File: src/sv/chbs_pkg.sv
// Package for the comment high-byte scrubber.
// Holds the lexical mode codes, the character constants and the step result type.
// No dependencies.
package chbs_pkg;

  // Lexical context of the byte stream.
  typedef enum logic [3:0] {
    MODE_CODE       = 4'd0,
    MODE_SQ         = 4'd1,
    MODE_DQ         = 4'd2,
    MODE_SQ_ESC     = 4'd3,
    MODE_DQ_ESC     = 4'd4,
    MODE_LINE       = 4'd5,
    MODE_BLOCK      = 4'd6,
    MODE_CODE_SLASH = 4'd7,
    MODE_BLOCK_STAR = 4'd8
  } lex_mode_t;

  localparam logic [7:0] HIGH_BYTE  = 8'h80;
  localparam logic [7:0] SPACE_BYTE = 8'h20;
  localparam logic [7:0] CH_SLASH   = 8'h2F;
  localparam logic [7:0] CH_STAR    = 8'h2A;
  localparam logic [7:0] CH_BSLASH  = 8'h5C;
  localparam logic [7:0] CH_SQUOTE  = 8'h27;
  localparam logic [7:0] CH_DQUOTE  = 8'h22;
  localparam logic [7:0] CH_CR      = 8'h0D;
  localparam logic [7:0] CH_LF      = 8'h0A;

  // What one byte does to the lexer: the following mode and the replace decision.
  typedef struct packed {
    lex_mode_t mode;
    logic      replace;
  } step_t;

endpackage

File: src/sv/chbs_if.sv
// Stream interfaces for the comment high-byte scrubber.
// One for input beats, one for result beats; valid/ready handshake.
// No dependencies.
interface chbs_in_if;
  logic       valid;
  logic       ready;
  logic [7:0] text_byte;
  logic       is_final;

  modport source (output valid, output text_byte, output is_final, input ready);
  modport sink (input valid, input text_byte, input is_final, output ready);
endinterface

interface chbs_out_if;
  logic       valid;
  logic       ready;
  logic [7:0] clean_byte;
  logic       was_replaced;
  logic       any_changed;
  logic       end_mark;

  modport source (output valid, output clean_byte, output was_replaced,
                  output any_changed, output end_mark, input ready);
  modport sink (input valid, input clean_byte, input was_replaced,
                input any_changed, input end_mark, output ready);
endinterface

File: src/sv/chbs_lex_step.sv
// Lexer transition logic for the comment high-byte scrubber.
// Maps the current mode and one byte to the next mode and the replace flag.
// Depends on chbs_pkg.
module chbs_lex_step (
  input  chbs_pkg::lex_mode_t mode,
  input  logic [7:0]          text_byte,
  output chbs_pkg::step_t     step
);

  logic      is_high;
  chbs_pkg::lex_mode_t code_mode;

  assign is_high = (text_byte >= chbs_pkg::HIGH_BYTE);

  // Mode that a byte in plain code leads to.
  always_comb begin
    if (text_byte == chbs_pkg::CH_SLASH) begin
      code_mode = chbs_pkg::MODE_CODE_SLASH;
    end else if (text_byte == chbs_pkg::CH_SQUOTE) begin
      code_mode = chbs_pkg::MODE_SQ;
    end else if (text_byte == chbs_pkg::CH_DQUOTE) begin
      code_mode = chbs_pkg::MODE_DQ;
    end else begin
      code_mode = chbs_pkg::MODE_CODE;
    end
  end

  // Transition table; unused codes behave as plain code.
  always_comb begin
    step.mode    = mode;
    step.replace = 1'b0;
    unique case (mode)
      chbs_pkg::MODE_CODE_SLASH: begin
        if (text_byte == chbs_pkg::CH_SLASH) begin
          step.mode = chbs_pkg::MODE_LINE;
        end else if (text_byte == chbs_pkg::CH_STAR) begin
          step.mode = chbs_pkg::MODE_BLOCK;
        end else begin
          step.mode = code_mode;
        end
      end
      chbs_pkg::MODE_SQ: begin
        if (text_byte == chbs_pkg::CH_BSLASH) begin
          step.mode = chbs_pkg::MODE_SQ_ESC;
        end else if (text_byte == chbs_pkg::CH_SQUOTE) begin
          step.mode = chbs_pkg::MODE_CODE;
        end
      end
      chbs_pkg::MODE_DQ: begin
        if (text_byte == chbs_pkg::CH_BSLASH) begin
          step.mode = chbs_pkg::MODE_DQ_ESC;
        end else if (text_byte == chbs_pkg::CH_DQUOTE) begin
          step.mode = chbs_pkg::MODE_CODE;
        end
      end
      chbs_pkg::MODE_SQ_ESC: step.mode = chbs_pkg::MODE_SQ;
      chbs_pkg::MODE_DQ_ESC: step.mode = chbs_pkg::MODE_DQ;
      chbs_pkg::MODE_LINE: begin
        if (text_byte == chbs_pkg::CH_CR || text_byte == chbs_pkg::CH_LF) begin
          step.mode = chbs_pkg::MODE_CODE;
        end else begin
          step.replace = is_high;
        end
      end
      chbs_pkg::MODE_BLOCK: begin
        if (text_byte == chbs_pkg::CH_STAR) begin
          step.mode = chbs_pkg::MODE_BLOCK_STAR;
        end else begin
          step.replace = is_high;
        end
      end
      chbs_pkg::MODE_BLOCK_STAR: begin
        if (text_byte == chbs_pkg::CH_SLASH) begin
          step.mode = chbs_pkg::MODE_CODE;
        end else if (text_byte != chbs_pkg::CH_STAR) begin
          step.mode    = chbs_pkg::MODE_BLOCK;
          step.replace = is_high;
        end
      end
      default: step.mode = code_mode;
    endcase
  end

endmodule

File: src/sv/comment_high_byte_scrubber_top.sv
// Top level of the comment high-byte scrubber.
// Depends on chbs_pkg, chbs_in_if, chbs_out_if and chbs_lex_step.
//
// The block takes one source-text byte per beat and returns one result beat per
// byte in the cycle after it is taken, at a sustained rate of one byte per cycle
// while the receiver is ready; the only loop is the lexer mode register, fed by
// the transition logic. It follows code, quoted literals with backslash escapes,
// line comments and block comments, and turns any byte of 0x80 or above inside
// a comment into a space. A byte marked final returns the lexer and the sticky
// changed flag to their reset values. A single output register decouples the
// sides: a new byte is taken whenever that register is empty or being drained.
module comment_high_byte_scrubber_top (
  input logic            clk,
  input logic            rst,
  chbs_in_if.sink        in_ch,
  chbs_out_if.source     out_ch
);

  chbs_pkg::lex_mode_t mode;
  logic                changed;
  logic                changed_next;
  chbs_pkg::step_t     step;
  logic                in_fire;

  logic                out_valid;
  logic [7:0]          clean_byte;
  logic                was_replaced;
  logic                any_changed;
  logic                end_mark;

  chbs_lex_step u_step (
    .mode      (mode),
    .text_byte (in_ch.text_byte),
    .step      (step)
  );

  assign in_ch.ready  = !out_valid || out_ch.ready;
  assign in_fire      = in_ch.valid && in_ch.ready;
  assign changed_next = changed || step.replace;

  // Lexer context and sticky flag; a final beat closes the buffer.
  always_ff @(posedge clk) begin
    if (rst) begin
      mode    <= chbs_pkg::MODE_CODE;
      changed <= 1'b0;
    end else if (in_fire) begin
      if (in_ch.is_final) begin
        mode    <= chbs_pkg::MODE_CODE;
        changed <= 1'b0;
      end else begin
        mode    <= step.mode;
        changed <= changed_next;
      end
    end
  end

  // Output register valid flag.
  always_ff @(posedge clk) begin
    if (rst) begin
      out_valid <= 1'b0;
    end else if (in_ch.ready) begin
      out_valid <= in_ch.valid;
    end
  end

  // Result payload.
  always_ff @(posedge clk) begin
    if (in_fire) begin
      clean_byte   <= step.replace ? chbs_pkg::SPACE_BYTE : in_ch.text_byte;
      was_replaced <= step.replace;
      any_changed  <= changed_next;
      end_mark     <= in_ch.is_final;
    end
  end

  assign out_ch.valid        = out_valid;
  assign out_ch.clean_byte   = clean_byte;
  assign out_ch.was_replaced = was_replaced;
  assign out_ch.any_changed  = any_changed;
  assign out_ch.end_mark     = end_mark;

  // A replaced byte always reads as a space and sets the sticky flag.
  a_replaced_space: assert property (@(posedge clk) disable iff (rst)
    out_valid && was_replaced |-> clean_byte == chbs_pkg::SPACE_BYTE && any_changed)
    else $error("replaced byte not a space or sticky flag clear");

  // A final beat leaves the lexer in plain code with the flag clear.
  a_final_resets: assert property (@(posedge clk) disable iff (rst)
    in_fire && in_ch.is_final |=> mode == chbs_pkg::MODE_CODE && !changed)
    else $error("context not reset after final beat");

  // An empty output register never stalls the input.
  a_ready_when_empty: assert property (@(posedge clk) disable iff (rst)
    !out_valid |-> in_ch.ready)
    else $error("input stalled with empty output register");

  // Every accepted beat produces a result in the next cycle.
  a_accept_to_result: assert property (@(posedge clk) disable iff (rst)
    in_fire |=> out_valid && end_mark == $past(in_ch.is_final))
    else $error("accepted beat did not reach output register");

  // Sticky flag only rises on a replaced byte.
  a_sticky_source: assert property (@(posedge clk) disable iff (rst)
    $rose(changed) |-> $past(in_fire && step.replace))
    else $error("sticky flag set without a replaced byte");

endmodule

File: src/flat_wrapper.sv
// flat-port wrapper written by rule: the top's interface ports become plain ports
module comment_high_byte_scrubber_top_flat 
  (clk, rst, in_ch_valid, in_ch_text_byte, in_ch_is_final, in_ch_ready, out_ch_valid, out_ch_clean_byte, out_ch_was_replaced, out_ch_any_changed, out_ch_end_mark, out_ch_ready);
  chbs_in_if in_ch_i ();
  chbs_out_if out_ch_i ();
  input logic clk;
  input logic rst;
  input wire logic [$bits(in_ch_i.valid)-1:0] in_ch_valid;
  input wire logic [$bits(in_ch_i.text_byte)-1:0] in_ch_text_byte;
  input wire logic [$bits(in_ch_i.is_final)-1:0] in_ch_is_final;
  output wire logic [$bits(in_ch_i.ready)-1:0] in_ch_ready;
  output wire logic [$bits(out_ch_i.valid)-1:0] out_ch_valid;
  output wire logic [$bits(out_ch_i.clean_byte)-1:0] out_ch_clean_byte;
  output wire logic [$bits(out_ch_i.was_replaced)-1:0] out_ch_was_replaced;
  output wire logic [$bits(out_ch_i.any_changed)-1:0] out_ch_any_changed;
  output wire logic [$bits(out_ch_i.end_mark)-1:0] out_ch_end_mark;
  input wire logic [$bits(out_ch_i.ready)-1:0] out_ch_ready;
  assign in_ch_i.valid = in_ch_valid;
  assign in_ch_i.text_byte = in_ch_text_byte;
  assign in_ch_i.is_final = in_ch_is_final;
  assign in_ch_ready = in_ch_i.ready;
  assign out_ch_valid = out_ch_i.valid;
  assign out_ch_clean_byte = out_ch_i.clean_byte;
  assign out_ch_was_replaced = out_ch_i.was_replaced;
  assign out_ch_any_changed = out_ch_i.any_changed;
  assign out_ch_end_mark = out_ch_i.end_mark;
  assign out_ch_i.ready = out_ch_ready;
  comment_high_byte_scrubber_top u_core (.clk(clk), .rst(rst), .in_ch(in_ch_i), .out_ch(out_ch_i));
endmodule
File: config.mk
export PLATFORM = sky130hd
export DESIGN_NAME = comment_high_byte_scrubber_top_flat
export DESIGN_NICKNAME = d
export VERILOG_FILES = /design/src/sv/chbs_pkg.sv /design/src/sv/chbs_if.sv /design/src/sv/chbs_lex_step.sv /design/src/sv/comment_high_byte_scrubber_top.sv /design/src/flat_wrapper.sv
export SDC_FILE = /design/constraint.sdc
export NUM_CORES = 1
export LEC_CHECK = 0
export ABC_AREA = 1
export ABC_CLOCK_PERIOD_IN_PS = 1400
export BUFFER_PORTS_ARGS = -buffer_cell sky130_fd_sc_hd__buf_2
export CAP_MARGIN = 5
export CORE_ASPECT_RATIO = 0.6
export CORE_MARGIN = 2
export CORE_UTILIZATION = 30
export CTS_CLUSTER_DIAMETER = 60
export DETAILED_ROUTE_END_ITERATION = 12
export GPL_TIMING_DRIVEN = 1
export SLEW_MARGIN = 25
export SYNTH_ARGS = -nofsm -noshare
export SYNTH_HDL_FRONTEND = slang
export SYNTH_SLANG_ARGS = --single-unit
File: constraint.sdc
create_clock -name clk -period 1.4 [get_ports clk]
set_clock_uncertainty 0.05 [all_clocks]
set_input_delay 0.14 -clock clk [delete_from_list [all_inputs] [get_ports clk]]
set_output_delay 0.14 -clock clk [all_outputs]
set_load 0.01 [all_outputs]
# Yosys cells after proc, flatten, opt, wreduce, memory -nomap -nowiden
# Cells that the tools add are included.
[word_totals]
register_bits = 17
input_bits = 13
output_inout_bits = 13
elab_cells = 55
[op_classes]
n_lt_le_gt_ge = 1
n_eq_ne = 21
mux = 20
n_reduce_logical = 6
[ops]
columns = ["operator", "n"]
rows = [
  ["4-bit two-way mux", 10],
  ["8-bit by 6-bit == test with 1-bit output, second input constant", 4],
  ["4-bit one-hot mux with 8 select lines", 1],
  ["4-bit by 3-bit == test with 1-bit output, second input constant", 4],
  ["8-bit by 4-bit == test with 1-bit output, second input constant", 2],
  ["4-bit inequality test, second input constant", 3],
  ["4-bit by 2-bit == test with 1-bit output, second input constant", 2],
  ["8-bit by 7-bit == test with 1-bit output, second input constant", 1],
  ["8-bit >= comparator, second input constant", 1],
  ["8-bit by 6-bit inequality test with 1-bit output, second input constant", 1],
  ["3-bit inequality test, second input constant", 2],
  ["6-bit AND reduction", 1],
  ["5-bit two-way mux", 1],
  ["4-bit by 1-bit == test with 1-bit output, second input constant", 1],
  ["4-bit == test, second input constant", 1],
  ["1-bit two-way mux", 4],
  ["2-bit two-way mux", 2],
  ["1-bit logical OR", 3],
  ["3-bit two-way mux", 1],
  ["1-bit one-hot mux with 3 select lines", 1],
  ["1-bit logical AND", 1],
  ["1-bit zero test", 1],
]

# Logic depth before layout (Yosys ltp)
[logic_depth]
ltp_word = 8
depth_mapped = 12
ltp_nobuf = 12

# Hierarchy
# Synthesis repeated with hierarchy kept, for this count alone.
[hier_totals]
hier_cells = 164
area_unflattened_um2 = 1113.6
[modules_own_cells]
columns = ["module", "n_inst", "cells_each", "area_each_um2", "seq_area_each_um2"]
rows = [
  ["comment_high_byte_scrubber_top", 1, 69, 668.1, 450.4],
  ["chbs_lex_step", 1, 95, 445.4, 0.0],
]

# Worst setup path before layout
# OpenSTA, ideal clock, no wires.
[synth_timing]
kind = "reg2reg"
start = "reg u_core.mode[1]"
end = "reg u_core.mode[3]"
setup_ns = 0.114
arrival_time_ns = 1.137
required_ns = 1.236
slack_ns = 0.099
path_stages_with_launch = 11
path_buffers = 0
synth_period_minus_slack_ns = 1.301
cell_sequence = "dfxtp_1 -> inv_1 -> nand2_1 -> nor2_1 -> nand2_1 -> nor2_1 -> nor2_4 -> nand3_4 -> nand2_1 -> nand2_1 -> nor2_2"
[synth_between]
elab_chain_len = 3
elab_cells_between_ends = 16
cone_classes = "13 x eq/ne; 2 x mux; 1 x reduce/logical"
[synth_rtl]
columns = ["item", "line_no", "source"]
rows = [
  ["from (decl)", "comment_high_byte_scrubber_top.sv:19", "chbs_pkg::lex_mode_t mode;"],
  ["from (signal assigned)", "comment_high_byte_scrubber_top.sv:44", "mode <= chbs_pkg::MODE_CODE;"],
  ["from (signal assigned)", "comment_high_byte_scrubber_top.sv:48", "mode <= chbs_pkg::MODE_CODE;"],
  ["from (signal assigned)", "comment_high_byte_scrubber_top.sv:51", "mode <= step.mode;"],
  ["4-bit == test (tied with other cells)", "chbs_lex_step.sv:32", "unique case (mode)"],
  ["4-bit inequality test (no line) (tied with other cells)", "n/a", ""],
  ["6-bit AND reduction (no line) or 4-bit two-way mux (tied branches)", "n/a", ""],
]
# Several ways; a longest one is shown, not always the timed one.
# A chain may end at the register's enable or synchronous reset.

# Worst setup path in the final report
[layout_timing]
start = "reg u_core.mode[3]"
end = "reg u_core.mode[0]"
# The elaborated chain is that of the path after synthesis.

==> flow_summary.yaml <==
critical_path:
  path_buf_inv: 1
  path_depth: 10
  reg2reg_to: "u_core.mode[0]"
  path_class: "flip-flop to flip-flop"
  startpoint: "u_core.mode[3]"
  crit_path_start_kind: "flip-flop"
  setup.worst_path.end: "u_core.mode[0]"
  cp_slowest_cell: "dfxtp_4"
  cp-end-kind: "flip-flop"
  cp.arrival_ns: 1.51
  crit_fanout: 4
  cp.required_ns: 1.54
  cpPeakStageDelay_ns: 0.37
  crit_top_cell: "nand2_1"
  reg2reg_slack_ns: 0.03
  path_cells: "inv_4, nand2_2, nor2_4, nand3_2, and2_1, nand2_1, nand2_1, nand3_1, nand2_1, nor2_1"
  crit_family: "simple AND/OR/NAND/NOR gates"
  r2r_cells: 10
  r2r-start: "u_core.mode[3]"
power_and_ir_drop:
  total_power_uw: 1434
  max-vdd-ir-drop_uv: 296.5
  p_leak_uw: 0.0007842
  powerDensity_nw_per_um2: 905.3
outcome:
  status: "completed"
synth:
  synthesis.nets: 177
  synth_common_cells: "nand2_1, nor2_1, inv_1"
  synthArstFlopShare_pct: 0
  yosysTopAreaCell: "edfxtp_1"
  yosysTopAreaCellShare_pct: 29.33
  yosys_most_used_dff: "edfxtp_1"
  yosys_register_bits: 17
  ys_types: 22
  synth_area_per_cell_um2: 6.866
  syn-instance-count: 164
  synth_warnings: 0
  yosys-top-cells-area: "edfxtp_1, nand2_1, dfxtp_1"
  synth_most_common_cell: "nand2_1"
  syn-cell-area_um2: 1126
  synth-edff-count: 11
  seq_area_frac_synth_pct: 40.00
final_layout:
  drive_gt1_share_pct: 46.53
  syn2layout_area_growth_pct: 40.67
  fin_util_pct: 43.55
  final_area_um2: 1584
  antenna_cells: 0
  fin_nets: 216
floorplan:
  coreArea_um2: 3637
  fp.dieArea_um2: 4276
  io_pins: 26
  initial_core_util_pct: 30.96
  fp.dieW_um: 83.10
  die_height_um: 51.46
  rows: 17
timing:
  max_slew_margin_pct: 85.01
  hold_viol_final: 0
  hold_ws_ns: 0.01627
  layout_worst_path_cycle_share_pct: 97.63
  tightestPinTransition_ns: 0.2246
  max_freq_ghz: 0.7316
  slew_violations: 0
  fin_crit_ns: 1.367
  setup_viol: 0
  rsz0062_at_grt: "yes"
  finalSetupTns_ns: 0
min_path:
  min_path_type: "input port to flip-flop"
drt:
  wl_per_cell_um: 11.57
  dr.pass1.iters: 5
  vias: 1128
  drc: 0
  drtIter0Drc: 58
  viasPerCell: 4.530
  ant_nets: 0
  wl_mm: 2.881
clock_tree:
  clk_path_buf_depth: 2
  cts_buffers: 3
  cts_root_buf: "clkbuf_8"
  cts_hold_buffers: 0
  clkLatencyLatePin_ns: 0.26
  cts_sinks: 17
  cts_tree: "yes"
  clk_pin_slew_worst_paths_ns: 0.07
  htreeDepth: 1
place:
  port_buffers: 25
  dp_hpwl_mm: 2.116
  placed_area_um2: 1368
  routabilityCongestion: 0.8990
global_routing:
  track_usage_pct: 13.96
  antenna_found_initial: 0
  grt_pass1_vias: 998
  overflow: 0
  grt_pass1_wl_mm: 4.547
  grt_max_degree: 13
flow_run:
  cap_viol_max_count: 0
## metal layers
layer | wire (µm) | vias to the layer above | track usage (%)
met1 | 1466 | 498 | 19.88
met4 | 61 | 0 | 5.738
met3 | 182 | 7 | 5.170
met2 | 1171 | 39 | 18.68
met5 | 0 | - | 0
li1 | - | 584 | -
## cell usage in the layout (no fill, tap or decap), types with 2 or more instances in the layout
master	synthesis	routed
nand2_1	55	41
buf_2	0	25
nor2_1	32	21
inv_1	21	15
nand2_2	3	14
edfxtp_1	11	11
nor2_2	3	10
nand3_1	10	7
buf_4	0	7
inv_2	4	6
nand2_4	2	5
nor2_4	1	5
a21oi_1	5	5
inv_4	0	4
dfxtp_4	0	4
nand3_2	0	3
clkbuf_8	0	3
nand3b_1	2	2
dfxtp_1	6	2
## worst reg2reg max path, delay by kind of cell, from the launching register on
family        cells  cell delay, ns
simple gates      9            0.81
flops             1            0.37
buf+inv           1            0.08
## cells by family (layout without fill, tap and decap cells)
family                 after synthesis  after routing  synth area share [%]
AND/OR/NAND/NOR                    113            113                 46.45
buffers and inverters               26             64                 8.666
AO/OA/AOI/OAI                        8              8                 4.889
flip-flops                          17             17                 40.00
## state kept, by name, indices dropped and copies added (netlist names)
signal,cells
u_core.changed,1
u_core.out_ch.end_mark,1
u_core.out_ch.valid,1
u_core.mode,4
u_core.out_ch.clean_byte,8
u_core.out_ch.any_changed,1
u_core.out_ch.was_replaced,1
## timing repair
action,4_1_cts,5_1_grt
gates cloned,0,0
gates resized for setup,7,49
pin swaps,0,26
setup buffers,0,4
endpoints found under the setup margin,13,15
## metrics by stage
step	std cells	worst slack [ns]
final	249	0.03311
after detailed placement	242	-0.07151
after global routing	249	-0.09910
after global placement	242	-0.1051
after CTS	246	0.005742
after floorplan	164	0.09941
## report_power, final
part / internal (µW) / total [µW] / switching (µW)
Clock: 203 / 381 / 178
Sequential: 580 / 614 / 33.8
Combinational: 177 / 439 / 262
Total: 960 / 1430 / 474
## worst min path at each step
stage / start / to / slack [ns] / depth (start not counted)
floorplan: rst / u_core.changed / 0.16 / 1
global placement: rst / u_core.out_ch.valid / 0.29 / 2
detailed placement: rst / u_core.changed / 0.29 / 2
CTS: rst / u_core.out_ch.valid / 0.01 / 2
global route: rst / u_core.out_ch.valid / 0.01 / 2
finish: rst / u_core.changed / 0.02 / 2
## area by class of cell
class / count / area, µm²
fill: 380 / 2053
multi-input combinational: 121 / 696.9
sequential: 17 / 465.4
timing repair buffer: 34 / 209.0
inverter: 26 / 108.9
tap: 47 / 58.81
clock buffer: 4 / 45.04
Note: power is estimated with default switching activity, not from simulation.
